### src/rtl/core/rwtc_pkg.sv
// ----------------------------------------------------------------------------
// rwtc_pkg
// Shared constants, queue entry and divider control types and the dimension
// clamp helper of the wall texture column unit.
// ----------------------------------------------------------------------------
package rwtc_pkg;

  localparam int SCREEN_H   = 1024;
  localparam int ROW_W      = 10;
  localparam int CNT_ROW_W  = ROW_W + 1;
  localparam int COL_W      = 12;
  localparam int POS_W      = 24;
  localparam int FRAC_W     = 16;
  localparam int CELL_W     = 8;
  localparam int RAY_W      = 20;
  localparam int DIST_W     = 26;
  localparam int LH_W       = 16;
  localparam int DIM_W      = 13;
  localparam int TEXC_W     = 12;
  localparam int OFS_W      = 24;
  localparam int TPOS_W     = 40;
  localparam int A_W        = LH_W + 1;
  localparam int DIVD_W     = DIM_W + FRAC_W;
  localparam int STEP_W     = DIVD_W;
  localparam int NUM_TEX    = 4;
  localparam int TEX_W      = $clog2(NUM_TEX);
  localparam int CFG_IDX_W  = $clog2(2 * NUM_TEX);
  localparam int Q_DEPTH    = 2;
  localparam int Q_PTR_W    = $clog2(Q_DEPTH);
  localparam int Q_CNT_W    = $clog2(Q_DEPTH + 1);

  localparam logic [DIM_W-1:0] TEX_DIM_RST = DIM_W'(64);
  localparam logic [DIM_W-1:0] TEX_DIM_MIN = DIM_W'(1);
  localparam logic [DIM_W-1:0] TEX_DIM_MAX = DIM_W'(4096);
  localparam logic [LH_W-1:0]  LH_MIN      = LH_W'(1);
  localparam logic signed [A_W-1:0] HALF_SCREEN = A_W'(SCREEN_H / 2);

  localparam logic OP_START = 1'b0;
  localparam logic OP_PIXEL = 1'b1;

  typedef logic [NUM_TEX-1:0][DIM_W-1:0] dim_arr_t;

  typedef struct packed {
    logic                     op;
    logic                     tex_upd;
    logic [TEX_W-1:0]         tex_val;
    logic                     mirror;
    logic                     empty;
    logic [FRAC_W-1:0]        pos_lo;
    logic [DIST_W-1:0]        wall_dist;
    logic signed [RAY_W-1:0]  ray;
    logic [LH_W-1:0]          line_height;
    logic signed [A_W-1:0]    row_ofs;
    logic [ROW_W-1:0]         first_row;
    logic [ROW_W-1:0]         last_row;
    logic [COL_W-1:0]         column;
  } entry_t;

  typedef struct packed {
    logic start;
    logic busy;
  } div_ctl_t;

  function automatic logic [DIM_W-1:0] clamp_dim(input logic [DIM_W-1:0] v);
    logic [DIM_W-1:0] r;
    r = v;
    if (v == '0) r = TEX_DIM_MIN;
    else if (v > TEX_DIM_MAX) r = TEX_DIM_MAX;
    return r;
  endfunction

endpackage

### src/rtl/core/rwtc_front.sv
// ----------------------------------------------------------------------------
// rwtc_front
// Input side: takes items while the queue has room and classifies column
// starts (texture choice, mirror rule, axis selection, row offset).
// ----------------------------------------------------------------------------
module rwtc_front
  import rwtc_pkg::*;
(
  input  logic                    in_valid_i,
  output logic                    in_stall_o,
  input  logic                    op_i,
  input  logic                    hit_side_i,
  input  logic [POS_W-1:0]        player_x_i,
  input  logic [POS_W-1:0]        player_y_i,
  input  logic [CELL_W-1:0]       hit_cell_i,
  input  logic signed [RAY_W-1:0] ray_dx_i,
  input  logic signed [RAY_W-1:0] ray_dy_i,
  input  logic [DIST_W-1:0]       wall_dist_i,
  input  logic [LH_W-1:0]         line_height_i,
  input  logic [ROW_W-1:0]        first_row_i,
  input  logic [ROW_W-1:0]        last_row_i,
  input  logic [COL_W-1:0]        screen_column_i,
  input  logic                    q_full_i,
  output logic                    push_o,
  output entry_t                  entry_o
);

  logic [POS_W-1:0] cell_pos;
  logic [POS_W-1:0] axis_pos;
  logic             pos_gt;
  logic             pos_lt;
  logic [LH_W-1:0]  lh;

  assign in_stall_o = q_full_i;
  assign push_o     = in_valid_i && !q_full_i;

  assign cell_pos = {hit_cell_i, FRAC_W'(0)};
  assign axis_pos = hit_side_i ? player_y_i : player_x_i;
  assign pos_gt   = axis_pos > cell_pos;
  assign pos_lt   = axis_pos < cell_pos;
  assign lh       = (line_height_i == '0) ? LH_MIN : line_height_i;

  always_comb begin
    entry_o.op          = op_i;
    entry_o.tex_upd     = pos_gt || pos_lt;
    entry_o.tex_val     = {hit_side_i, pos_lt};
    entry_o.mirror      = hit_side_i ? ray_dy_i[RAY_W-1]
                                     : (!ray_dx_i[RAY_W-1] && (ray_dx_i != '0));
    entry_o.empty       = first_row_i > last_row_i;
    entry_o.pos_lo      = hit_side_i ? player_x_i[FRAC_W-1:0] : player_y_i[FRAC_W-1:0];
    entry_o.wall_dist   = wall_dist_i;
    entry_o.ray         = hit_side_i ? ray_dx_i : ray_dy_i;
    entry_o.line_height = lh;
    entry_o.row_ofs     = $signed({{(A_W-ROW_W){1'b0}}, first_row_i}) - HALF_SCREEN
                          + $signed({2'b00, lh[LH_W-1:1]});
    entry_o.first_row   = first_row_i;
    entry_o.last_row    = last_row_i;
    entry_o.column      = screen_column_i;
  end

endmodule

### src/rtl/core/rwtc_queue.sv
// ----------------------------------------------------------------------------
// rwtc_queue
// Short FIFO between the front and the back.
// ----------------------------------------------------------------------------
module rwtc_queue
  import rwtc_pkg::*;
(
  input  logic   clk_i,
  input  logic   rst_ni,
  input  logic   push_i,
  input  entry_t entry_i,
  output logic   full_o,
  input  logic   pop_i,
  output logic   valid_o,
  output entry_t head_o
);

  entry_t               mem_q [Q_DEPTH];
  logic [Q_PTR_W-1:0]   wr_ptr_q, wr_ptr_d;
  logic [Q_PTR_W-1:0]   rd_ptr_q, rd_ptr_d;
  logic [Q_CNT_W-1:0]   cnt_q, cnt_d;

  assign full_o  = cnt_q == Q_CNT_W'(Q_DEPTH);
  assign valid_o = cnt_q != '0;
  assign head_o  = mem_q[rd_ptr_q];

  always_comb begin
    wr_ptr_d = wr_ptr_q;
    rd_ptr_d = rd_ptr_q;
    cnt_d    = cnt_q;
    if (push_i) begin
      wr_ptr_d = (wr_ptr_q == Q_PTR_W'(Q_DEPTH - 1)) ? '0 : wr_ptr_q + 1'b1;
    end
    if (pop_i) begin
      rd_ptr_d = (rd_ptr_q == Q_PTR_W'(Q_DEPTH - 1)) ? '0 : rd_ptr_q + 1'b1;
    end
    if (push_i && !pop_i) cnt_d = cnt_q + 1'b1;
    else if (pop_i && !push_i) cnt_d = cnt_q - 1'b1;
  end

  always_ff @(posedge clk_i or negedge rst_ni) begin
    if (!rst_ni) begin
      wr_ptr_q <= '0;
      rd_ptr_q <= '0;
      cnt_q    <= '0;
    end else begin
      wr_ptr_q <= wr_ptr_d;
      rd_ptr_q <= rd_ptr_d;
      cnt_q    <= cnt_d;
    end
  end

  always_ff @(posedge clk_i) begin
    if (push_i) mem_q[wr_ptr_q] <= entry_i;
  end

endmodule

### src/rtl/core/rwtc_div.sv
// ----------------------------------------------------------------------------
// rwtc_div
// Radix-2 restoring divider for the texture step, one quotient bit a cycle.
// ----------------------------------------------------------------------------
module rwtc_div
  import rwtc_pkg::*;
(
  input  logic              clk_i,
  input  logic              rst_ni,
  input  div_ctl_t          ctl_i,
  output div_ctl_t          ctl_o,
  input  logic [DIVD_W-1:0] dividend_i,
  input  logic [LH_W-1:0]   divisor_i,
  output logic [STEP_W-1:0] quotient_o
);

  localparam int STEPS_W = $clog2(DIVD_W + 1);
  localparam logic [STEPS_W-1:0] DIV_STEPS = STEPS_W'(DIVD_W);

  logic [DIVD_W-1:0]  quo_q;
  logic [LH_W-1:0]    rem_q;
  logic [LH_W-1:0]    dsr_q;
  logic [STEPS_W-1:0] cnt_q;
  logic               busy_q;
  logic [LH_W:0]      shifted;
  logic [LH_W:0]      trial;
  logic               q_bit;
  logic [LH_W-1:0]    rem_d;

  assign shifted = {rem_q, quo_q[DIVD_W-1]};
  assign trial   = shifted - {1'b0, dsr_q};
  assign q_bit   = !trial[LH_W];
  assign rem_d   = q_bit ? trial[LH_W-1:0] : shifted[LH_W-1:0];

  always_ff @(posedge clk_i or negedge rst_ni) begin
    if (!rst_ni) begin
      busy_q <= 1'b0;
      cnt_q  <= '0;
    end else if (ctl_i.start) begin
      busy_q <= 1'b1;
      cnt_q  <= DIV_STEPS;
    end else if (busy_q) begin
      cnt_q <= cnt_q - 1'b1;
      if (cnt_q == STEPS_W'(1)) busy_q <= 1'b0;
    end
  end

  always_ff @(posedge clk_i) begin
    if (ctl_i.start) begin
      quo_q <= dividend_i;
      rem_q <= '0;
      dsr_q <= divisor_i;
    end else if (busy_q) begin
      quo_q <= {quo_q[DIVD_W-2:0], q_bit};
      rem_q <= rem_d;
    end
  end

  always_comb begin
    ctl_o.start = ctl_i.start;
    ctl_o.busy  = busy_q;
  end

  assign quotient_o = quo_q;

endmodule

### src/rtl/core/rwtc_back.sv
// ----------------------------------------------------------------------------
// rwtc_back
// Execution side: column setup sequencer and per-pixel texel address path
// with the output register.
// ----------------------------------------------------------------------------
module rwtc_back
  import rwtc_pkg::*;
(
  input  logic               clk_i,
  input  logic               rst_ni,
  input  logic               q_valid_i,
  input  entry_t             head_i,
  output logic               pop_o,
  input  dim_arr_t           tex_w_i,
  input  dim_arr_t           tex_h_i,
  output div_ctl_t           div_ctl_o,
  input  div_ctl_t           div_ctl_i,
  output logic [DIVD_W-1:0]  div_dividend_o,
  output logic [LH_W-1:0]    div_divisor_o,
  input  logic [STEP_W-1:0]  div_quotient_i,
  output logic               out_valid_o,
  input  logic               out_stall_i,
  output logic [COL_W-1:0]   pixel_column_o,
  output logic [ROW_W-1:0]   pixel_row_o,
  output logic [TEX_W-1:0]   texture_index_o,
  output logic [OFS_W-1:0]   texel_offset_o,
  output logic               column_done_o
);

  localparam logic [2:0] ST_IDLE = 3'd0;
  localparam logic [2:0] ST_FRAC = 3'd1;
  localparam logic [2:0] ST_COL  = 3'd2;
  localparam logic [2:0] ST_MIRR = 3'd3;
  localparam logic [2:0] ST_DIV  = 3'd4;
  localparam logic [2:0] ST_POS  = 3'd5;

  logic [2:0]               state_q, state_d;
  logic [TEX_W-1:0]         cur_tex_q;
  logic                     active_q;
  logic                     mirror_q;
  logic                     empty_q;
  logic [FRAC_W-1:0]        pos_lo_q;
  logic [DIST_W-1:0]        dist_q;
  logic signed [RAY_W-1:0]  ray_q;
  logic signed [A_W-1:0]    row_ofs_q;
  logic [31:0]              frac_q;
  logic [TEXC_W-1:0]        col_raw_q;
  logic [TEXC_W-1:0]        tex_col_q;
  logic [STEP_W-1:0]        step_q;
  logic [TPOS_W-1:0]        tex_pos_q;
  logic [CNT_ROW_W-1:0]     cur_row_q;
  logic [ROW_W-1:0]         end_row_q;
  logic [COL_W-1:0]         cur_col_q;
  logic                     out_valid_q;

  logic                     idle;
  logic                     pop_start;
  logic                     pop_pix;
  logic                     emit;
  logic                     out_free;
  logic [TEX_W-1:0]         tex_sel;
  logic [DIM_W-1:0]         w_sel;
  logic [DIM_W-1:0]         h_sel;
  logic [TEXC_W-1:0]        h_mask;
  logic [TEXC_W-1:0]        tex_row;
  logic [TEXC_W+DIM_W-1:0]  row_prod;
  logic [TEXC_W+DIM_W-1:0]  ofs_sum;
  logic                     done;
  logic signed [46:0]       frac_prod;
  logic [31:0]              frac_d;
  logic [31+DIM_W:0]        col_prod;
  logic [DIM_W-1:0]         mirr_col;
  logic signed [46:0]       pos_prod;

  assign idle      = state_q == ST_IDLE;
  assign out_free  = !out_valid_q || !out_stall_i;
  assign pop_start = idle && q_valid_i && (head_i.op == OP_START);
  assign pop_pix   = idle && q_valid_i && (head_i.op == OP_PIXEL) && out_free;
  assign pop_o     = pop_start || pop_pix;
  assign emit      = pop_pix && active_q;

  assign tex_sel = (pop_start && head_i.tex_upd) ? head_i.tex_val : cur_tex_q;
  assign w_sel   = clamp_dim(tex_w_i[tex_sel]);
  assign h_sel   = clamp_dim(tex_h_i[tex_sel]);
  assign h_mask  = TEXC_W'(h_sel - TEX_DIM_MIN);

  assign div_ctl_o.start = pop_start;
  assign div_ctl_o.busy  = 1'b0;
  assign div_dividend_o  = {h_sel, FRAC_W'(0)};
  assign div_divisor_o   = head_i.line_height;

  assign tex_row  = tex_pos_q[FRAC_W +: TEXC_W] & h_mask;
  assign row_prod = tex_row * w_sel;
  assign ofs_sum  = row_prod + {{DIM_W{1'b0}}, tex_col_q};
  assign done     = cur_row_q >= {1'b0, end_row_q};

  assign frac_prod = $signed({1'b0, dist_q}) * ray_q;
  assign frac_d    = {pos_lo_q, FRAC_W'(0)} + frac_prod[31:0];
  assign col_prod  = frac_q * w_sel;
  assign mirr_col  = w_sel - TEX_DIM_MIN - {1'b0, col_raw_q};
  assign pos_prod  = row_ofs_q * $signed({1'b0, step_q});

  always_comb begin
    state_d = state_q;
    case (state_q)
      ST_IDLE: if (pop_start) state_d = ST_FRAC;
      ST_FRAC: state_d = ST_COL;
      ST_COL:  state_d = ST_MIRR;
      ST_MIRR: state_d = ST_DIV;
      ST_DIV:  if (!div_ctl_i.busy) state_d = ST_POS;
      ST_POS:  state_d = ST_IDLE;
      default: state_d = ST_IDLE;
    endcase
  end

  always_ff @(posedge clk_i or negedge rst_ni) begin
    if (!rst_ni) begin
      state_q     <= ST_IDLE;
      cur_tex_q   <= '0;
      active_q    <= 1'b0;
      out_valid_q <= 1'b0;
    end else begin
      state_q <= state_d;
      if (pop_start) begin
        cur_tex_q <= tex_sel;
        active_q  <= 1'b0;
      end
      if (emit && done) active_q <= 1'b0;
      if (state_q == ST_POS) active_q <= !empty_q;
      if (emit) out_valid_q <= 1'b1;
      else if (!out_stall_i) out_valid_q <= 1'b0;
    end
  end

  always_ff @(posedge clk_i) begin
    if (pop_start) begin
      mirror_q  <= head_i.mirror;
      empty_q   <= head_i.empty;
      pos_lo_q  <= head_i.pos_lo;
      dist_q    <= head_i.wall_dist;
      ray_q     <= head_i.ray;
      row_ofs_q <= head_i.row_ofs;
      cur_row_q <= {1'b0, head_i.first_row};
      end_row_q <= head_i.last_row;
      cur_col_q <= head_i.column;
    end
    if (state_q == ST_FRAC) frac_q <= frac_d;
    if (state_q == ST_COL) col_raw_q <= col_prod[32 +: TEXC_W];
    if (state_q == ST_MIRR) tex_col_q <= mirror_q ? mirr_col[TEXC_W-1:0] : col_raw_q;
    if (state_q == ST_DIV) step_q <= div_quotient_i;
    if (state_q == ST_POS) tex_pos_q <= pos_prod[TPOS_W-1:0];
    if (emit) begin
      pixel_column_o  <= cur_col_q;
      pixel_row_o     <= cur_row_q[ROW_W-1:0];
      texture_index_o <= cur_tex_q;
      texel_offset_o  <= ofs_sum[OFS_W-1:0];
      column_done_o   <= done;
      tex_pos_q       <= tex_pos_q + {{(TPOS_W-STEP_W){1'b0}}, step_q};
      cur_row_q       <= cur_row_q + 1'b1;
    end
  end

  assign out_valid_o = out_valid_q;

endmodule

### src/rtl/core/raycast_wall_texture_column_unit.sv
// ----------------------------------------------------------------------------
// raycast_wall_texture_column_unit
// Wall texture column generator: column setup and per-pixel texel offsets.
// ----------------------------------------------------------------------------
// Input words (in_valid_i / in_stall_o) carry either a column start (op 0)
// with the ray hit data or a pixel request (op 1). Output words
// (out_valid_o / out_stall_i) carry one pixel: screen column and row,
// texture index, texel offset and a flag on the last pixel of the column.
// Texture sizes sit in eight registers written on the cfg port, which is
// always ready; write them only while no item is in flight.
// Input words enter a two-entry queue; the input stalls only when it is
// full. A pixel request's word passes through the queue and the output
// register; the unit sustains one pixel per cycle while the output is not
// stalled and no column start is in setup. A column start holds the back
// end while it pops, runs the bit-serial step divider (one quotient bit a
// cycle), hands the step over and does the start position multiply; the
// wall hit, texture column and mirror stages run beside the divider.
// Requests behind a start wait in the queue. Start items and pixel
// requests without an active column give no word. While out_stall_i is
// high a valid output word holds and pixel requests wait. Reset clears
// the queue, active column and texture choice, and sets all sizes to 64.
// ----------------------------------------------------------------------------
module raycast_wall_texture_column_unit
  import rwtc_pkg::*;
(
  input  logic                    clk_i,
  input  logic                    rst_ni,
  input  logic                    in_valid_i,
  output logic                    in_stall_o,
  input  logic                    op_i,
  input  logic                    hit_side_i,
  input  logic [POS_W-1:0]        player_x_i,
  input  logic [POS_W-1:0]        player_y_i,
  input  logic [CELL_W-1:0]       hit_cell_i,
  input  logic signed [RAY_W-1:0] ray_dx_i,
  input  logic signed [RAY_W-1:0] ray_dy_i,
  input  logic [DIST_W-1:0]       wall_dist_i,
  input  logic [LH_W-1:0]         line_height_i,
  input  logic [ROW_W-1:0]        first_row_i,
  input  logic [ROW_W-1:0]        last_row_i,
  input  logic [COL_W-1:0]        screen_column_i,
  output logic                    out_valid_o,
  input  logic                    out_stall_i,
  output logic [COL_W-1:0]        pixel_column_o,
  output logic [ROW_W-1:0]        pixel_row_o,
  output logic [TEX_W-1:0]        texture_index_o,
  output logic [OFS_W-1:0]        texel_offset_o,
  output logic                    column_done_o,
  input  logic                    cfg_valid_i,
  output logic                    cfg_ready_o,
  input  logic [CFG_IDX_W-1:0]    cfg_index_i,
  input  logic [DIM_W-1:0]        cfg_data_i
);

  dim_arr_t          tex_w_q;
  dim_arr_t          tex_h_q;
  logic              q_full;
  logic              q_push;
  entry_t            q_entry;
  logic              q_valid;
  logic              q_pop;
  entry_t            q_head;
  div_ctl_t          div_req;
  div_ctl_t          div_rsp;
  logic [DIVD_W-1:0] div_dividend;
  logic [LH_W-1:0]   div_divisor;
  logic [STEP_W-1:0] div_quotient;

  assign cfg_ready_o = 1'b1;

  always_ff @(posedge clk_i or negedge rst_ni) begin
    if (!rst_ni) begin
      for (int i = 0; i < NUM_TEX; i++) begin
        tex_w_q[i] <= TEX_DIM_RST;
        tex_h_q[i] <= TEX_DIM_RST;
      end
    end else if (cfg_valid_i && cfg_ready_o) begin
      if (cfg_index_i[CFG_IDX_W-1]) tex_h_q[cfg_index_i[TEX_W-1:0]] <= cfg_data_i;
      else tex_w_q[cfg_index_i[TEX_W-1:0]] <= cfg_data_i;
    end
  end

  rwtc_front u_front (
    .in_valid_i      (in_valid_i),
    .in_stall_o      (in_stall_o),
    .op_i            (op_i),
    .hit_side_i      (hit_side_i),
    .player_x_i      (player_x_i),
    .player_y_i      (player_y_i),
    .hit_cell_i      (hit_cell_i),
    .ray_dx_i        (ray_dx_i),
    .ray_dy_i        (ray_dy_i),
    .wall_dist_i     (wall_dist_i),
    .line_height_i   (line_height_i),
    .first_row_i     (first_row_i),
    .last_row_i      (last_row_i),
    .screen_column_i (screen_column_i),
    .q_full_i        (q_full),
    .push_o          (q_push),
    .entry_o         (q_entry)
  );

  rwtc_queue u_queue (
    .clk_i   (clk_i),
    .rst_ni  (rst_ni),
    .push_i  (q_push),
    .entry_i (q_entry),
    .full_o  (q_full),
    .pop_i   (q_pop),
    .valid_o (q_valid),
    .head_o  (q_head)
  );

  rwtc_div u_div (
    .clk_i      (clk_i),
    .rst_ni     (rst_ni),
    .ctl_i      (div_req),
    .ctl_o      (div_rsp),
    .dividend_i (div_dividend),
    .divisor_i  (div_divisor),
    .quotient_o (div_quotient)
  );

  rwtc_back u_back (
    .clk_i           (clk_i),
    .rst_ni          (rst_ni),
    .q_valid_i       (q_valid),
    .head_i          (q_head),
    .pop_o           (q_pop),
    .tex_w_i         (tex_w_q),
    .tex_h_i         (tex_h_q),
    .div_ctl_o       (div_req),
    .div_ctl_i       (div_rsp),
    .div_dividend_o  (div_dividend),
    .div_divisor_o   (div_divisor),
    .div_quotient_i  (div_quotient),
    .out_valid_o     (out_valid_o),
    .out_stall_i     (out_stall_i),
    .pixel_column_o  (pixel_column_o),
    .pixel_row_o     (pixel_row_o),
    .texture_index_o (texture_index_o),
    .texel_offset_o  (texel_offset_o),
    .column_done_o   (column_done_o)
  );

endmodule

### config.mk
export PLATFORM = sky130hd
export DESIGN_NAME = raycast_wall_texture_column_unit
export DESIGN_NICKNAME = d
export VERILOG_FILES = /design/src/rtl/core/rwtc_pkg.sv /design/src/rtl/core/rwtc_front.sv /design/src/rtl/core/rwtc_queue.sv /design/src/rtl/core/rwtc_div.sv /design/src/rtl/core/rwtc_back.sv /design/src/rtl/core/raycast_wall_texture_column_unit.sv
export SDC_FILE = /design/constraint.sdc
export NUM_CORES = 2
export LEC_CHECK = 0
export BUFFER_PORTS_ARGS = -buffer_cell sky130_fd_sc_hd__buf_4
export CAP_MARGIN = 40
export CORE_ASPECT_RATIO = 0.8
export CORE_UTILIZATION = 60
export CTS_BUF_LIST = sky130_fd_sc_hd__clkbuf_8
export CTS_CLUSTER_DIAMETER = 60
export DETAILED_ROUTE_END_ITERATION = 7
export GPL_ROUTABILITY_DRIVEN = 0
export PLACE_DENSITY = 0.82
export SLEW_MARGIN = 20
export SYNTH_ARGS = -nofsm -noshare
export SYNTH_HDL_FRONTEND = slang
export SYNTH_SLANG_ARGS = --single-unit
### constraint.sdc
create_clock -name clk_i -period 22.5 [get_ports clk_i]
set_input_delay 0 -clock clk_i [delete_from_list [all_inputs] [get_ports clk_i]]
set_output_delay 0 -clock clk_i [all_outputs]
set_load 0.03 [all_outputs]
## Word level (Yosys, flattened, before mapping)

Memories as Yosys holds them, arrays and structs flattened.
Cells that the tools add are included.

| word-level totals | value |
|---|---|
| word-level logic and storage cells | 164 |
| bits in latches | 0 |
| bits in read-only memories | 0 |
| bits of input ports | 193 |
| register bits after elaboration | 470 |
| memories | 1 |
| bits in writable memories | 266 |
| output and inout bits | 52 |

| cells by class | value |
|---|---|
| bitwise operators | 3 |
| muxes and demuxes | 45 |
| divide/modulo/power cells | 0 |
| $add $sub $neg | 15 |
| equality and inequality tests | 10 |
| shift-type cells | 0 |
| reduce and logical (&&, ||, !) cells | 37 |
| $lt $le $gt $ge | 9 |
| multiply operators | 4 |

Memories:

| memory | words | width | read ports | clocked after Yosys merged registers in | write ports | RTL line | text |
|---|---|---|---|---|---|---|---|
| u_queue.mem_q | 2 | 133 | 1 | 0 | 1 | rwtc_queue.sv:18 | `entry_t mem_q [Q_DEPTH];` |

Operators by type and width:

| operator | count |
|---|---|
| $bwmux 52 | 2 |
| $mux 13 | 7 |
| $mux 40 | 2 |
| $mux 29 | 2 |
| $bmux 13 s2 | 2 |
| $mux 16 | 3 |
| $mul 32x13->44 | 1 |
| $add 40x29->40 | 1 |
| $mul 17x30->40 | 1 |
| $add 32x32->32 | 1 |
| $mul 27x20->32 | 1 |
| $demux 13 s2 | 1 |
| $gt 13x13->1 const B | 2 |
| $logic_not 13->1 | 2 |
| $add 24x12->24 | 1 |
| $gt 24x24->1 | 1 |
| $lt 24x24->1 | 1 |
| $mul 12x13->24 | 1 |
| $mux 24 | 1 |
| $sub 12x1->12 const B | 2 |
| $mux 11 | 2 |
| $mux 20 | 1 |
| $reduce_bool 20->1 | 1 |
| $add 17x16->17 | 1 |
| other kinds (35) | 83 |

## Longest topological paths before layout

| depth | value |
|---|---|
| depth after elaboration | 14 |
| depth in mapped cells | 42 |
| depth with buffers taken out | 36 |

## By module

Synthesis repeated with hierarchy kept, for this count alone.

| unflattened totals | value |
|---|---|
| cells, all modules | 7007 |
| area total of the unflattened synthesis | 74179.9 sq um |

By module, submodules not included:

| module | times used | cells each | area each (sq um) | seq. area each (sq um) |
|---|---|---|---|---|
| rwtc_back | 1 | 5702 | 54044.3 | 8433.1 |
| rwtc_queue | 1 | 430 | 10024.6 | 8087.8 |
| raycast_wall_texture_column_unit | 1 | 226 | 3975.1 | 2612.5 |
| rwtc_div | 1 | 315 | 3627.2 | 1821.7 |
| rwtc_front | 1 | 334 | 2508.7 | 0.0 |

## Least setup slack after synthesis

Ideal clock, no wire load.

| timing | value |
|---|---|
| path type | register to register |
| from | register u_back.state_q[2] |
| to | register u_back.texel_offset_o[23], data pin |
| arrival time | 8.767 ns |
| library setup time | 0.258 ns |
| path buffers | 2 |
| stages on the path, launching flop included | 36 |
| data required time | 22.242 ns |
| clock period less this slack | 9.025 ns |
| path slack | 13.475 ns |
| path through | dfrtp_1 -> or3_4 -> nor4_2 -> mux2i_2 -> buf_2 -> mux4_2 -> nor3_1 -> and4b_1 -> nand2_1 -> a31oi_1 -> inv_1 -> ha_1 -> xnor2_1 -> and2_1 -> clkbuf_1 -> nand2_1 -> fa_1 -> inv_1 -> fa_1 -> fa_1 -> inv_1 -> fa_1 -> fa_1 -> inv_1 -> ha_1 -> inv_1 -> o21bai_1 -> a21oi_1 -> o21ai_0 -> a211oi_1 -> o211ai_1 -> a31oi_1 -> nor2b_1 -> o21a_1 -> o41a_1 -> xnor2_1 |

| between the ends | value |
|---|---|
| longest elaborated chain between the ends | 14 |
| elaborated cells between the ends (all ways) | 21 |
| classes of those cells | add/sub (2); mul (1); order compare (2); mux (9); bitwise (1); reduce/logical (6) |

RTL lines:

| item | RTL line | text |
|---|---|---|
| start: declaration | rwtc_back.sv:37 | `logic [2:0] state_q, state_d;` |
| start signal: assignment | rwtc_back.sv:123 | `state_q <= state_d;` |
| $logic_not 3->1 (*) | rwtc_back.sv:75 | `assign idle = state_q == ST_IDLE;` |
| $logic_and 1x1->1 (*) (2 in a row) | rwtc_back.sv:77 | `assign pop_start = idle && q_valid_i && (head_i.op == OP_START);` |
| $logic_and 1x1->1 (*) | rwtc_back.sv:82 | `assign tex_sel = (pop_start && head_i.tex_upd) ? head_i.tex_val : cur_tex_q;` |
| $mux 2 (*) | rwtc_back.sv:82 |  |
| $bmux 13 s2 | rwtc_back.sv:84 | `assign h_sel = clamp_dim(tex_h_i[tex_sel]);` |
| $mux 13 (implied by the code) | rwtc_back.sv:84 |  |
| $gt 13x13->1 | rwtc_pkg.sv:68 | `else if (v > TEX_DIM_MAX) r = TEX_DIM_MAX;` |
| $mux 13 | rwtc_pkg.sv:68 |  |
| $mux 13 | rwtc_pkg.sv:67 | `if (v == '0) r = TEX_DIM_MIN;` |
| $sub 12x1->12 | rwtc_back.sv:85 | `assign h_mask = TEXC_W'(h_sel - TEX_DIM_MIN);` |
| $and 12x12->12 | rwtc_back.sv:92 | `assign tex_row = tex_pos_q[FRAC_W +: TEXC_W] & h_mask;` |
| $mul 12x13->24 (*) | rwtc_back.sv:93 | `assign row_prod = tex_row * w_sel;` |
| $add 24x12->24 (*) | rwtc_back.sv:94 | `assign ofs_sum = row_prod + {{DIM_W{1'b0}}, tex_col_q};` |
| net u_back.ofs_sum[23] | rwtc_back.sv:67 | `logic [TEXC_W+DIM_W-1:0] ofs_sum;` |
| end signal: assignment | rwtc_back.sv:156 | `texel_offset_o <= ofs_sum[OFS_W-1:0];` |
| end: declaration | rwtc_back.sv:26 | `output logic [OFS_W-1:0] texel_offset_o,` |

Mark *: on every way through the listed nets, which the timed path passes. The rest lies on a longest branch. The select of a mux whose other input is x is not followed.
A chain may end at the register's enable or synchronous reset.

## Worst setup path after layout

| timing | value |
|---|---|
| from | register u_queue.rd_ptr_q |
| to | register u_back.col_raw_q[8], data pin |

| between the ends | value |
|---|---|
| longest elaborated chain between the ends | 11 |
| elaborated cells between the ends (all ways) | 12 |
| classes of those cells | mul (1); order compare (1); mux (5); bitwise (1); reduce/logical (3); memory (1) |

RTL lines:

| item | RTL line | text |
|---|---|---|
| start: declaration | rwtc_queue.sv:20 | `logic [Q_PTR_W-1:0] rd_ptr_q, rd_ptr_d;` |
| start signal: assignment | rwtc_queue.sv:48 | `rd_ptr_q <= rd_ptr_d;` |
| $mem_v2 2x133 (*) | n/a |  |
| $not 1->1 | rwtc_back.sv:77 |  |
| $logic_and 1x1->1 | rwtc_back.sv:77 |  |
| $logic_and 1x1->1 | rwtc_back.sv:82 |  |
| $mux 2 (*) | rwtc_back.sv:82 |  |
| $bmux 13 s2 (*) | rwtc_back.sv:83 | `assign w_sel = clamp_dim(tex_w_i[tex_sel]);` |
| $mux 13 (implied by the code) (*) | rwtc_back.sv:83 |  |
| $gt 13x13->1 | rwtc_pkg.sv:68 |  |
| $mux 13 | rwtc_pkg.sv:68 |  |
| $mux 13 (*) | rwtc_pkg.sv:67 |  |
| $mul 32x13->44 (*) | rwtc_back.sv:99 | `assign col_prod = frac_q * w_sel;` |
| net u_back.col_prod[40] | rwtc_back.sv:71 | `logic [31+DIM_W:0] col_prod;` |
| end signal: assignment | rwtc_back.sv:148 | `if (state_q == ST_COL) col_raw_q <= col_prod[32 +: TEXC_W];` |
| end: declaration | rwtc_back.sv:47 | `logic [TEXC_W-1:0] col_raw_q;` |

Marks and branches as above.

==> impl_results.md <==
- Req. time, crit path: 23.08 ns
- Setup violators final: 0
- Chip height: 310.9 µm
- Max_slew headroom: 36.82%
- Reg area: 20800 µm²
- Post-synth EDFFs: 570
- Share of cells above drive strength 1: 11.59%
- Port buffer count: 243
- Final worst-path cycle share: 49.14%
- Initial antenna violation count: 15
- Hold path start: cfg_data_i[8]
- Detailed-route DRC error count: 0
- Post-synthesis sequential area ratio: 29.06%
- Die area: 120600 µm²
- WHS Path Cells: 3
- First-pass GRT wire length: 294900 µm
- H-tree levels: 3
- All-Layer GR Usage: 31.10%
- Worst-Margin Slew: 0.9476 ns
- # fillers: 7897
- Post-CTS Resized: 0
- First-pass detailed-route iteration total: 8
- Critical path class: register to register
- WL final: 185100 µm
- Syn Nets: 8416
- Crit path launch type: register
- DP HPWL: 128900 µm
- Worst skew pair latency: 0.86 ns
- Starting Density: 60.93%
- CP peak stage delay: 0.68 ns
- Area of the multi-input gates: 45040 µm²
- Min Tclk post-route: 11.06 ns
- Largest net degree at the start of global routing: 82
- Count of final hold-check violations: 0
- Async S/R FF share, synth: 16.74%
- Worst-path clk slew: 0.06 ns
- Worst r2r dst: u_back.col_raw_q[8]
- R2R cell count: 29
- Mapped Avg Cell Area: 10.69 µm²
- Inserted Clock Buffers: 115
- Congestion Overflow GR: 0
- Max-capacitance violation count: 0
- Core Area: 117400 µm²
- CP most frequent cell: fa_1
- Initial DRC count: 4841
- Final nets: 8858
- Dominant synthesized flop cell: edfxtp_1
- Antenna Nets Post-Route: 0
- Final setup skew: 0.07336 ns
- CP max FO: 81
- P&R area growth vs syn: 12.75%
- YS warnings: 0
- Crit path arrival time: 11.63 ns
- Vias in the first global route: 55123
- Hold Path End: tex_w_q[34]
- IO Pins: 245
- Reg2reg start: u_queue.rd_ptr_q
- Fin Setup TNS: 0 ns
- Synth cell types: 87
- Max Freq: 90.44 MHz
- Deepest clock path buffer count: 3
- Worst setup EP type: register
- Register bit total from synthesis: 723
- Status: completed
- Clk sinks: 723
- R2R Setup Slk: 11.44 ns
- Via count: 51297
- Mapped Cells: 6692
- Avg WL per Cell: 21.07 µm
- Die width: 388.1 µm
- Hold WC Path Type: primary input to register
- Mapped Area: 71550 µm²
- RSZ-0062 raised after global routing: false
- Place WS: 11.60 ns
- Final setup margin: 11.44 ns
- Num rows: 112
- TritonCTS clock tree: yes
- Critical-path top delay cell: buf_4
- DR vias/cell: 5.838
- Max Transition Viols Final: 0
- Final hold slack: 0.07620 ns
- Clk root buf: clkbuf_8
==> cell usage after synthesis (all sizes together), types with 31 or more instances <==
master,instances,share of area (%)
nand2,1034,5.4
fa,1069,30
dfrtp,113,4.0
nor2,160,0.84
nand3,38,0.27
nor3,32,0.22
xor2,55,0.67
mux2,275,4.3
mux2i,70,0.98
dfxtp,32,0.90
o21ai,111,0.80
inv,1217,6.4
xnor2,155,1.9
a21oi,125,0.87
buf,31,0.21
ha,462,8.1
edfxtp,570,24
nand2b,51,0.45
and2,274,2.4
clkbuf,286,1.5
a21o,55,0.58
and3,160,1.4
==> per-layer routing <==
metal | routed length (µm) | share of wire [%] | up-vias | GRT usage (%)
met5 | 50 | 0.027 | - | 0
met4 | 7299 | 3.9 | 8 | 11.44
met3 | 20910 | 11 | 545 | 8.107
met2 | 84800 | 46 | 2888 | 48.55
met1 | 72090 | 39 | 25810 | 42.14
li1 | - | - | 22046 | -
==> flip-flops by register name, indices dropped and copies added (netlist names), 5 cells and up <==
signal	cells
u_div.cnt_q	5
u_back.dist_q	26
u_div.rem_q	16
u_back.pixel_row_o	10
u_back.col_raw_q	12
u_back.ray_q	20
u_back.cur_col_q	12
u_queue.mem_q	266
u_back.tex_pos_q	28
u_back.step_q	28
u_back.pos_lo_q	16
u_back.row_ofs_q	17
u_back.pixel_column_o	12
u_back.texel_offset_o	24
u_back.cur_row_q	11
u_back.end_row_q	10
u_div.dsr_q	16
u_div.quotient_o	29
u_back.frac_q	32
u_back.tex_col_q	12
tex_h_q	52
tex_w_q	52
==> logic make-up after synthesis <==
family          after synthesis  share of synthesized area [%]
simple gates               1876                          12.25
mux                         365                          5.947
other cells                   1                       0.005241
xor+xnor                    210                          2.571
flops                       723                          29.06
compound gates              451                          4.080
buf+inv                    1535                          8.098
fa+ha+maj                  1531                          37.99
==> worst max-delay path by stage <==
stage / start / endpoint / cells past startpoint
detailed placement: u_queue.rd_ptr_q / u_back.col_raw_q[8] / 29
global route: u_queue.rd_ptr_q / u_back.texel_offset_o[23] / 32
CTS: u_queue.rd_ptr_q / u_back.col_raw_q[8] / 29
global placement: u_queue.rd_ptr_q / u_back.col_raw_q[8] / 29
floorplan: u_back.state_q[2] / u_back.texel_offset_o[23] / 35
finish: u_queue.rd_ptr_q / u_back.col_raw_q[8] / 29
==> layout by cell type, fill, tap and decap left out, types with 69 or more instances in the layout <==
cell / n
a21oi_1: 125
and2_1: 274
and3_1: 159
buf_4: 306
clkbuf_8: 125
dfrtp_1: 112
dlygate4sd3_1: 307
edfxtp_1: 570
fa_1: 1069
ha_1: 462
inv_1: 1255
mux2_2: 275
mux2i_1: 69
nand2_1: 1034
nor2_1: 158
o21ai_0: 106
xnor2_1: 155
==> metrics by stage <==
stage                     cells  utilization [%]  cell area (µm²)
after global routing       8783            68.69            80660
after floorplan            6692                -            71550
after CTS                  8760            68.44            80370
after global placement     8217            63.53            74610
after detailed placement   8232            63.70            74810
final                      8787            68.70            80670
==> area by class of cell <==
type / count / area share [%]
well taps: 1539 / 2.387
clock buffers: 125 / 2.133
flip-flops and latches: 723 / 25.78
inverters: 1218 / 5.676
diodes: 11 / 0.03412
clock inverters: 95 / 0.9135
multi-input cells: 4434 / 55.82
repair buffers: 642 / 7.252
==> worst max-delay path, delay by kind of cell, from the launching register on <==
family | cells | cell delay [ns]
compound gates | 14 | 3.36
simple gates | 2 | 0.76
mux | 2 | 0.88
fa+ha+maj | 6 | 2.81
flops | 1 | 0.66
buf+inv | 5 | 2.20
==> what timing repair did <==
action | 4_1_cts | 5_1_grt
hold endpoints to repair | 553 | 0
buffers inserted | 0 | 0
hold buffers | 308 | 0
Power is not shown: default switching activity piles up to over one toggle a cycle in this logic, so the estimate is an artifact.
